[config.mk]
export PLATFORM = sky130hd
export DESIGN_NAME = tar_archive_stream_deframer
export DESIGN_NICKNAME = d
export VERILOG_FILES = /design/src/rtl/tad_pkg.sv /design/src/rtl/tar_archive_stream_deframer.sv
export SDC_FILE = /design/constraint.sdc
export NUM_CORES = 2
export LEC_CHECK = 0
export ABC_AREA = 0
export BUFFER_PORTS_ARGS = -buffer_cell sky130_fd_sc_hd__buf_2
export CORE_ASPECT_RATIO = 0.5
export CORE_MARGIN = 2
export CORE_UTILIZATION = 40
export DETAILED_ROUTE_END_ITERATION = 12
export GPL_TIMING_DRIVEN = 0
export PLACE_DENSITY = 0.59
export SETUP_SLACK_MARGIN = 0.4
export SLEW_MARGIN = 20
export SYNTH_ARGS = -nofsm -noshare
export SYNTH_HDL_FRONTEND = slang
export SYNTH_SLANG_ARGS = --single-unit
[constraint.sdc]
create_clock -name i_clk -period 37.4 [get_ports i_clk]
set_input_delay 7.48 -clock i_clk [delete_from_list [all_inputs] [get_ports i_clk]]
set_output_delay 7.48 -clock i_clk [all_outputs]
set_load 0.005 [all_outputs]
[src/rtl/tad_pkg.sv]
// ----------------------------------------------------------------------------
// tad_pkg
// Types and constants shared by the tar stream deframer and its checker.
// ----------------------------------------------------------------------------
package tad_pkg;

    localparam int unsigned BLOCK_BYTES = 512;
    localparam int unsigned OFF_W       = $clog2(BLOCK_BYTES);

    localparam logic [OFF_W-1:0] OFF_LAST   = OFF_W'(BLOCK_BYTES - 1);
    localparam logic [OFF_W-1:0] OFF_MODE   = OFF_W'(100);
    localparam logic [OFF_W-1:0] OFF_OWNER  = OFF_W'(108);
    localparam logic [OFF_W-1:0] OFF_GROUP  = OFF_W'(116);
    localparam logic [OFF_W-1:0] OFF_SIZE   = OFF_W'(124);
    localparam logic [OFF_W-1:0] OFF_MTIME  = OFF_W'(136);
    localparam logic [OFF_W-1:0] OFF_NUMEND = OFF_W'(148);
    localparam logic [OFF_W-1:0] OFF_TYPE   = OFF_W'(156);
    localparam logic [OFF_W-1:0] OFF_LINK   = OFF_W'(157);
    localparam logic [OFF_W-1:0] OFF_LINKEND = OFF_W'(257);

    localparam logic [7:0] CH_NUL   = 8'h00;
    localparam logic [7:0] CH_ZERO  = 8'h30;
    localparam logic [7:0] CH_SEVEN = 8'h37;
    localparam logic [7:0] CH_TWO   = 8'h32;
    localparam logic [7:0] CH_FIVE  = 8'h35;

    localparam logic [2:0] KIND_NAME       = 3'd0;
    localparam logic [2:0] KIND_LINK       = 3'd1;
    localparam logic [2:0] KIND_CONTENT    = 3'd2;
    localparam logic [2:0] KIND_HEADER     = 3'd3;
    localparam logic [2:0] KIND_END_MARK   = 3'd4;
    localparam logic [2:0] KIND_STREAM_END = 3'd5;

    localparam logic [1:0] TYPE_REGULAR = 2'd0;
    localparam logic [1:0] TYPE_DIR     = 2'd1;
    localparam logic [1:0] TYPE_SYMLINK = 2'd2;

    localparam logic [2:0] ST_AFTER_MARK  = 3'd0;
    localparam logic [2:0] ST_BOUNDARY    = 3'd1;
    localparam logic [2:0] ST_MID_HEADER  = 3'd2;
    localparam logic [2:0] ST_MID_CONTENT = 3'd3;
    localparam logic [2:0] ST_MID_SKIP    = 3'd4;

    typedef struct packed {
        logic [7:0] byte_value;
        logic       final_byte;
    } t_in_item;

    typedef struct packed {
        logic [2:0]  kind;
        logic [7:0]  out_byte;
        logic [23:0] file_mode;
        logic [23:0] owner_id;
        logic [23:0] group_id;
        logic [35:0] file_size;
        logic [35:0] mod_time;
        logic [1:0]  entry_type;
        logic [2:0]  end_status;
        logic        last_of_run;
    } t_out_item;

endpackage

[src/rtl/tar_archive_stream_deframer.sv]
// ----------------------------------------------------------------------------
// tar_archive_stream_deframer
// Takes one archive byte per cycle unless stalled and emits name, link and
// content bytes, a decoded header record per header block, the end marker
// and a stream end item. Each accepted byte is parsed against the block
// offset and phase registers; its results (up to three) go into a four-entry
// result queue that drains one item per cycle unless the output stalls. A
// byte is accepted whenever at most one item waits in the queue, so with an
// unstalled output the block sustains one byte per cycle; a byte that yields
// two or three items (a held zero block released, a header record with the
// stream end) stalls the input while the queue's single read port drains them.
// ----------------------------------------------------------------------------
module tar_archive_stream_deframer (
    input  logic               i_clk,
    input  logic               i_rst_n,
    input  logic               i_in_valid,
    output logic               o_in_stall,
    input  tad_pkg::t_in_item  i_in_item,
    output logic               o_out_valid,
    input  logic               i_out_stall,
    output tad_pkg::t_out_item o_out_item
);
    import tad_pkg::*;

    typedef enum logic [2:0] {
        PH_HEADER,
        PH_HELD,
        PH_CONTENT,
        PH_SKIP,
        PH_PAD,
        PH_DONE
    } t_phase;

    localparam int unsigned QDEPTH = 4;
    localparam int unsigned MAXRES = 3;

    t_phase           r_phase, n_phase;
    logic [OFF_W-1:0] r_offset, n_offset;
    logic [35:0]      r_remaining, n_remaining;
    logic [23:0]      r_mode, n_mode;
    logic [23:0]      r_owner, n_owner;
    logic [23:0]      r_group, n_group;
    logic [35:0]      r_size, n_size;
    logic [35:0]      r_mtime, n_mtime;
    logic [1:0]       r_type, n_type;
    logic             r_ended, n_ended;
    logic             r_nonzero, n_nonzero;

    t_out_item        r_fifo [QDEPTH];
    logic [1:0]       r_wr_ptr, r_rd_ptr;
    logic [2:0]       r_count;

    t_out_item        res [MAXRES];
    logic [1:0]       push_cnt;
    logic             in_acc, out_acc;
    logic             wrap, digit, link, region_text, region_num, fstart;
    logic [OFF_W-1:0] nxt_off;
    logic [7:0]       b;
    logic [2:0]       d;
    logic [2:0]       st;
    t_out_item        rec;

    assign o_in_stall  = (r_count > 3'd1);
    assign in_acc      = i_in_valid && !o_in_stall;
    assign o_out_valid = (r_count != 3'd0);
    assign out_acc     = o_out_valid && !i_out_stall;
    assign o_out_item  = r_fifo[r_rd_ptr];

    always_comb begin
        b           = i_in_item.byte_value;
        d           = b[2:0];
        digit       = (b >= CH_ZERO) && (b <= CH_SEVEN);
        wrap        = (r_offset == OFF_LAST);
        nxt_off     = wrap ? '0 : r_offset + OFF_W'(1);
        region_text = (r_offset < OFF_MODE) ||
                      ((r_offset >= OFF_LINK) && (r_offset < OFF_LINKEND));
        region_num  = (r_offset >= OFF_MODE) && (r_offset < OFF_NUMEND);
        link        = (r_offset >= OFF_LINK);
        fstart      = (r_offset == '0) || (r_offset == OFF_MODE) ||
                      (r_offset == OFF_OWNER) || (r_offset == OFF_GROUP) ||
                      (r_offset == OFF_SIZE) || (r_offset == OFF_MTIME) ||
                      (r_offset == OFF_LINK);
        st          = ST_AFTER_MARK;
        rec         = '0;

        n_phase     = r_phase;
        n_offset    = r_offset;
        n_remaining = r_remaining;
        n_mode      = r_mode;
        n_owner     = r_owner;
        n_group     = r_group;
        n_size      = r_size;
        n_mtime     = r_mtime;
        n_type      = r_type;
        n_ended     = r_ended;
        n_nonzero   = r_nonzero;

        for (int i = 0; i < MAXRES; i++) begin
            res[i] = '0;
        end
        push_cnt = 2'd0;

        unique case (r_phase)
            PH_HEADER, PH_HELD: begin
                if (r_phase == PH_HEADER && r_offset == '0) begin
                    n_mode = '0; n_owner = '0; n_group = '0;
                    n_size = '0; n_mtime = '0; n_type = TYPE_REGULAR;
                    n_ended = 1'b0; n_nonzero = 1'b0;
                end
                if (r_phase == PH_HELD && b != CH_NUL) begin
                    res[push_cnt].kind = KIND_HEADER;
                    push_cnt = push_cnt + 2'd1;
                    n_phase = PH_HEADER;
                end
                if (fstart) begin
                    n_ended = 1'b0;
                end
                if (b != CH_NUL) begin
                    n_nonzero = 1'b1;
                end
                if (region_text) begin
                    if (!(link && n_type != TYPE_SYMLINK) && !n_ended) begin
                        if (b == CH_NUL) begin
                            n_ended = 1'b1;
                        end else begin
                            res[push_cnt].kind     = link ? KIND_LINK : KIND_NAME;
                            res[push_cnt].out_byte = b;
                            push_cnt = push_cnt + 2'd1;
                        end
                    end
                end else if (region_num) begin
                    if (!n_ended) begin
                        if (b == CH_NUL) begin
                            n_ended = 1'b1;
                        end else if (digit) begin
                            if (r_offset < OFF_OWNER) begin
                                n_mode = {n_mode[20:0], d};
                            end else if (r_offset < OFF_GROUP) begin
                                n_owner = {n_owner[20:0], d};
                            end else if (r_offset < OFF_SIZE) begin
                                n_group = {n_group[20:0], d};
                            end else if (r_offset < OFF_MTIME) begin
                                n_size = {n_size[32:0], d};
                            end else begin
                                n_mtime = {n_mtime[32:0], d};
                            end
                        end
                    end
                end else if (r_offset == OFF_TYPE) begin
                    n_type = (b == CH_FIVE) ? TYPE_DIR :
                             (b == CH_TWO)  ? TYPE_SYMLINK : TYPE_REGULAR;
                end
                n_offset = nxt_off;
                if (wrap) begin
                    if (n_phase == PH_HELD) begin
                        res[push_cnt].kind = KIND_END_MARK;
                        push_cnt = push_cnt + 2'd1;
                        n_phase = PH_DONE;
                    end else begin
                        if (n_nonzero) begin
                            rec.kind       = KIND_HEADER;
                            rec.file_mode  = n_mode;
                            rec.owner_id   = n_owner;
                            rec.group_id   = n_group;
                            rec.file_size  = n_size;
                            rec.mod_time   = n_mtime;
                            rec.entry_type = n_type;
                            res[push_cnt]  = rec;
                            push_cnt = push_cnt + 2'd1;
                            n_remaining = n_size;
                            if (n_size == '0) begin
                                n_phase = PH_HEADER;
                            end else if (n_type == TYPE_REGULAR) begin
                                n_phase = PH_CONTENT;
                            end else begin
                                n_phase = PH_SKIP;
                            end
                        end else begin
                            n_phase = PH_HELD;
                        end
                        n_mode = '0; n_owner = '0; n_group = '0;
                        n_size = '0; n_mtime = '0; n_type = TYPE_REGULAR;
                        n_ended = 1'b0; n_nonzero = 1'b0;
                    end
                end
            end
            PH_CONTENT, PH_SKIP: begin
                if (r_phase == PH_CONTENT) begin
                    res[push_cnt].kind     = KIND_CONTENT;
                    res[push_cnt].out_byte = b;
                    push_cnt = push_cnt + 2'd1;
                end
                if (r_remaining != '0) begin
                    n_remaining = r_remaining - 36'd1;
                end
                n_offset = nxt_off;
                if (n_remaining == '0) begin
                    n_phase = wrap ? PH_HEADER : PH_PAD;
                end
            end
            PH_PAD: begin
                n_offset = nxt_off;
                if (wrap) begin
                    n_phase = PH_HEADER;
                end
            end
            default: begin
            end
        endcase

        if (i_in_item.final_byte) begin
            if (n_phase == PH_HELD) begin
                res[push_cnt].kind = KIND_HEADER;
                push_cnt = push_cnt + 2'd1;
            end
            case (n_phase)
                PH_DONE:              st = ST_AFTER_MARK;
                PH_HEADER, PH_HELD:   st = (n_offset == '0) ? ST_BOUNDARY : ST_MID_HEADER;
                PH_CONTENT:           st = ST_MID_CONTENT;
                default:              st = ST_MID_SKIP;
            endcase
            res[push_cnt].kind       = KIND_STREAM_END;
            res[push_cnt].end_status = st;
            push_cnt = push_cnt + 2'd1;
            n_phase     = PH_HEADER;
            n_offset    = '0;
            n_remaining = '0;
            n_mode = '0; n_owner = '0; n_group = '0;
            n_size = '0; n_mtime = '0; n_type = TYPE_REGULAR;
            n_ended = 1'b0; n_nonzero = 1'b0;
        end

        if (push_cnt != 2'd0) begin
            res[push_cnt - 2'd1].last_of_run = 1'b1;
        end
    end

    always_ff @(posedge i_clk) begin
        if (!i_rst_n) begin
            r_phase     <= PH_HEADER;
            r_offset    <= '0;
            r_remaining <= '0;
            r_mode      <= '0;
            r_owner     <= '0;
            r_group     <= '0;
            r_size      <= '0;
            r_mtime     <= '0;
            r_type      <= TYPE_REGULAR;
            r_ended     <= 1'b0;
            r_nonzero   <= 1'b0;
            r_wr_ptr    <= '0;
            r_rd_ptr    <= '0;
            r_count     <= '0;
        end else begin
            if (in_acc) begin
                r_phase     <= n_phase;
                r_offset    <= n_offset;
                r_remaining <= n_remaining;
                r_mode      <= n_mode;
                r_owner     <= n_owner;
                r_group     <= n_group;
                r_size      <= n_size;
                r_mtime     <= n_mtime;
                r_type      <= n_type;
                r_ended     <= n_ended;
                r_nonzero   <= n_nonzero;
                r_wr_ptr    <= r_wr_ptr + push_cnt;
            end
            if (out_acc) begin
                r_rd_ptr <= r_rd_ptr + 2'd1;
            end
            r_count <= r_count + (in_acc ? {1'b0, push_cnt} : 3'd0)
                               - (out_acc ? 3'd1 : 3'd0);
        end
    end

    always_ff @(posedge i_clk) begin
        for (int i = 0; i < MAXRES; i++) begin
            if (in_acc && (2'(i) < push_cnt)) begin
                r_fifo[r_wr_ptr + 2'(i)] <= res[i];
            end
        end
    end

endmodule

# --- After elaboration in Yosys (flattened, before gate mapping) ---
# Memory sizes are Yosys's and may differ from the RTL's. A register that Yosys moved wholly into a read port is not among the register bits.
# Index checks and enable logic that the tools add are counted.
# Widths: inputs -> output; s select.
word_totals:
  reg_bits: 203
  mem_bits_rw: 644
  inputBits: 13
  output_inout_bits: 163
  wordCells: 319
  mem_count: 1
memory_table:
  columns: ["name", "depth", "width", "rd", "rd_clocked_by_memory_dff", "write_ports", "line", "rtl"]
  rows:
  - ["r_fifo", 4, 161, 1, 1, 3, "tar_archive_stream_deframer.sv:49", "t_out_item r_fifo [QDEPTH];"]
classes:
  add_sub_neg: 13
  order_cmp: 25
  eq_ne: 22
  n_mux: 191
  bitwise_logic: 5
  n_reduce_logical: 48
op_table:
  columns: ["cell", "count"]
  rows:
  - ["$mux 483", 11]
  - ["$bwmux 483", 8]
  - ["$demux 161 s2", 8]
  - ["$mux 36", 36]
  - ["$mux 24", 39]
  - ["$mux 161", 5]
  - ["$mux 472", 1]
  - ["$mux 158", 1]
  - ["$logic_not 36->1", 2]
  - ["$pmux 36 s2", 1]
  - ["$mux 2", 29]
  - ["$eq 9x7->1 const B", 4]
  - ["$lt 9x7->1 const B", 4]
  - ["$reduce_bool 36->1", 1]
  - ["$sub 36x1->36 const B", 1]
  - ["$mux 3", 11]
  - ["$mux 1", 32]
  - ["$eq 9x8->1 const B", 3]
  - ["$mux 9", 3]
  - ["$pmux 11 s2", 1]
  - ["$logic_not 9->1", 2]
  - ["$lt 9x8->1 const B", 2]
  - ["$pmux 3 s3", 2]
  - ["$logic_and 1x1->1", 17]
  - ["40 further kinds", 80]

# --- Depth between registers and ports, before layout ---
logic_depth:
  word_depth: 32
  depth_mapped: 27
  mapped_depth_nobuf: 26

# --- Least setup slack after synthesis ---
# No wires, ideal clock.
synth_path:
  path_type: "in2reg"
  startpoint: "input i_in_item[2] (netlist bit)"
  endpoint: "memory r_fifo[0][0] (netlist bit), enable pin"
  setup_time_ns: 1.539
  arrival_time_ns: 35.938
  t_required_ns: 35.861
  slack_ns: -0.077
  cell_stages: 17
  n_path_buf: 2
  cell_sequence: "or3_1 or4b_1 clkbuf_1 a21oi_1 nor2b_1 nor3b_1 mux2_2 nor2_4 inv_1 ha_1 a21oi_1 ha_1 o22ai_1 a31oi_4 clkbuf_1 nor2b_1 a2111oi_0"
synth_lines:
  columns: ["item", "line", "rtl"]
  rows:
  - ["from (decl)", "tar_archive_stream_deframer.sv:18", "input tad_pkg::t_in_item i_in_item,"]
  - ["to (decl)", "tar_archive_stream_deframer.sv:49", null]

==> summary.txt <==
Timing
  • RSZ-0062 raised after global routing: no
  • Clk_skew: ~0.025 ns
  • Fmax: between 0.06 and 0.07 GHz
  • Slew Viols, Final: 0
  • Setup violators final: 0
  • Worst Tran Pin Value: around 1.2 ns
  • Final period util: approximately 40%
  • Relative slew slack: ~17%
  • Minimum clock period: between 10 and 15 ns
  • Final hold vios: 0
  • Total Neg Setup Slack: 0 ns

Pwr
  • Power density cells: ~56 mW/mm2
  • Reg power frac: 42.7%
  • Leak: 0.0153 uW
  • Sw Pwr: 782 uW
  • Max IR drop VDD: about 0.000038 V
  • Clk pwr share: 32.6%
  • Switching share of total power: between 20 and 30%
  • Logic gate share of total power: 24.7%
  • Int Power: between 1500 and 2000 uW

Logic synthesis
  • Post-synthesis sequential area ratio: between 50% and 60%
  • Net Count, Synth: roughly 3.4k
  • Synth area leaders: edfxtp_1 48%, dfxtp_1 10%, mux4_2 9.1%, nor2_1 6.0%, a22oi_1 3.0%
  • Synth Area in Compound Gates: ~8.0%
  • EDFF count, synth: 644
  • Asr flop ratio synth: 0%
  • Cell taking the most area after synthesis: edfxtp_1
  • Post-synthesis mux area share: between 10% and 20%
  • Count of cell types in the netlist: a little under 90
  • Cells after Synth: roughly 3.4k
  • Seq cells post-synth: 849
  • Warnings from Yosys: 0
  • Main combinational cell family by area after synthesis: simple AND/OR/NAND/NOR gates
  • Share of the synthesized area in the top cell type: approximately half
  • Most used flip-flop cell after synthesis: edfxtp_1
  • Mean Syn Cell Area: approximately 12 um2
  • Cell area after synthesis: 0.0401 mm2
  • Xor/xnor share of the synthesized area: less than 1%
  • Synth Area in Simple Gates: roughly 17%
  • Synth Area in Adders: less than 1%

Layout
  • N_diodes: 0
  • Most common cell after layout, fill and taps aside: edfxtp_1
  • Commonest non-fill, non-tap cells in the layout: 644 x edfxtp_1, 636 x nor2_1, 314 x nand2_1
  • Layout cells sized above 1: between 20% and 30%
  • Final cell count without fillers: ~5k
  • Final nets: around 3.8k
  • Fin util: about 47%
  • Area Growth Syn to Fin: 16.5%

Floorplanning
  • Cell row count: between 80 and 90
  • Core ar.: 0.0997 mm2
  • # IOs: roughly 180
  • Die area: 0.103 mm2
  • Initial core utilization: around two fifths
  • Chip Height: about 230 um
  • Die span in x: between 400 and 500 um

Route
  • Final WL: 132000 um
  • Via count: between 20k and 30k
  • Routed WL per cell: roughly 26 um
  • DR iter-0 viols: ~3.6k
  • Vias/cell: 5.73
  • 1st-pass router iterations: 6
  • DRC viols: 0
  • DRT antenna net count: 0

Clocking
  • CTS root buffer: clkbuf_16
  • CTS-repair resized insts: 0
  • Hold buffers post-CTS: 0
  • Number of buffers created by CTS: ~80
  • Clk slew on worst S/H paths: roughly 0.070 ns
  • H-tree depth: 3
  • Setup bufs post-CTS: 0
  • Clock Path Buffers: 3
  • CTS tree: built
  • Sink Count: roughly 850
  • Skew-Pair Late Insertion Delay: 0.67 ns

Worst setup path
  • Worst r2r src: r_remaining[27]$_SDFFE_PN0P_
  • Crit Path Class: input pin to flop
  • Crit path launch: i_in_item[7]
  • Critical path's largest stage delay: 0.85 ns
  • CP arrival: between 15 and 20 ns
  • Reg2Reg Setup Slack: between 20 and 30 ns
  • Most frequent CP cell: buf_2
  • CP required: 37.76 ns
  • Slowest CP cell: nor4b_1
  • Critical Path Source Type: input pin
  • Critical Path End Type: flop
  • Crit-path max FO: 10

GRT
  • Initial antenna violation count: 8
  • Vias in the first global route: about 28k
  • GR Overflow Total: 0
  • Largest net degree at the start of global routing: 19
  • All-Layer GR Usage: between 20% and 30%
  • First-pass GRT wire length: approximately 190000 um

Placed design
  • DP Cell Count: between 4k and 5k
  • Routability cong.: around 0.9
  • Post-DP HPWL: just over 90000 um
  • I/O Buffers: roughly 170

Status
  • Outcome: completed

Min path
  • Min-delay src: r_ended$_SDFFE_PN0P_
  • Hold Crit Class: flop to flop

Job
  • Max-cap viol count: 0
==> per-stage QoR <==
stage | hold slack [ns] | cell area [um2] | worst slack (ns) | total power, uW
after global routing | 0.532 | 46700 | 22.02 | 2700
after floorplan | 0.457 | 40100 | 7.89 | 1490
after CTS | 0.505 | 46700 | 22.59 | 2640
after global placement | 0.482 | 42600 | -8.26 | 1810
final | 0.504 | 46700 | 22.48 | 2620
after detailed placement | 0.492 | 44000 | 21.91 | 1790
==> layout make-up <==
cell class | count | area, um2
timing repair buffer | 261 | 2140
tap | 1344 | 1680
sequential | 849 | 23400
clock inverter | 28 | 335
buffer | 251 | 1160
multi-input combinational | 2246 | 15400
inverter | 31 | 116
fill | 9015 | 53000
clock buffer | 122 | 2360
==> power groups by stage <==
| stage | combinational, uW | clock [uW] | sequential [uW] |
|---|---|---|---|
| after CTS | 651 | 864 | 1120 |
| after detailed placement | 649 | 0 | 1140 |
| after global placement | 592 | 0 | 1220 |
| final | 648 | 855 | 1120 |
| after floorplan | 307 | 0 | 1180 |
| after global routing | 674 | 897 | 1130 |
==> sequential cells by signal, summed over array words and instances (netlist names), named ones only <==
register	flops
r_count	3
r_ended	1
r_fifo	644
r_group	24
r_mode	24
r_mtime	36
r_nonzero	1
r_offset	9
r_owner	24
r_phase	3
r_rd_ptr	2
r_remaining	36
r_size	36
r_type	2
r_wr_ptr	2
==> critical path, delay by kind of cell <==
| kind | cells | cell delay (ns) |
|---|---|---|
| AND/OR/NAND/NOR | 5 | 2.13 |
| adder cells (fa/ha/maj) | 2 | 0.60 |
| AO/OA/AOI/OAI | 5 | 1.61 |
| buffers and inverters | 14 | 3.08 |
| multiplexers | 1 | 0.35 |
==> path summary, 6_finish.rpt <==
path,to,depth (start not counted)
max,r_fifo[0][117]$_DFFE_PP_,27
min,r_ended$_SDFFE_PN0P_,2
max reg2reg,r_fifo[0][117]$_DFFE_PP_,27
min reg2reg,r_ended$_SDFFE_PN0P_,2
==> synthesized netlist by cell type, types with 14 or more instances <==
cell	count
inv_1	30
dfxtp_1	205
nor3_1	62
nand2_1	314
buf_2	52
o21ai_0	70
o22ai_1	14
ha_1	18
edfxtp_1	644
nand3_1	32
mux2i_1	37
nor4_1	20
clkbuf_1	155
nor2_1	636
buf_1	28
or3_1	23
a22oi_1	162
mux2_2	84
buf_6	15
and2_1	51
mux4_2	161
nand4_1	14
a21oi_1	78
nor2_2	41
nand2b_1	30
nor2b_1	183
==> cells by family (layout without fill, tap and decap cells) <==
logic type	Yosys count	after routing
buffers and inverters	282	693
adders and majority gates	19	19
DFF	849	849
muxes	282	282
and+or+nand+nor	1465	1465
AOI/OAI and AO/OA	461	461
xor gates and xnor gates	19	19
==> per-layer routing <==
metal  routed length (um)  track usage [%]  part of all wire (%)
met5                    0                0                     0
met4                 4120             7.31                   3.1
met3                11300             5.64                   8.5
met2                60800             39.8                    46
met1                55700             34.8                    42
Note: power is estimated with default switching activity, not from simulation.
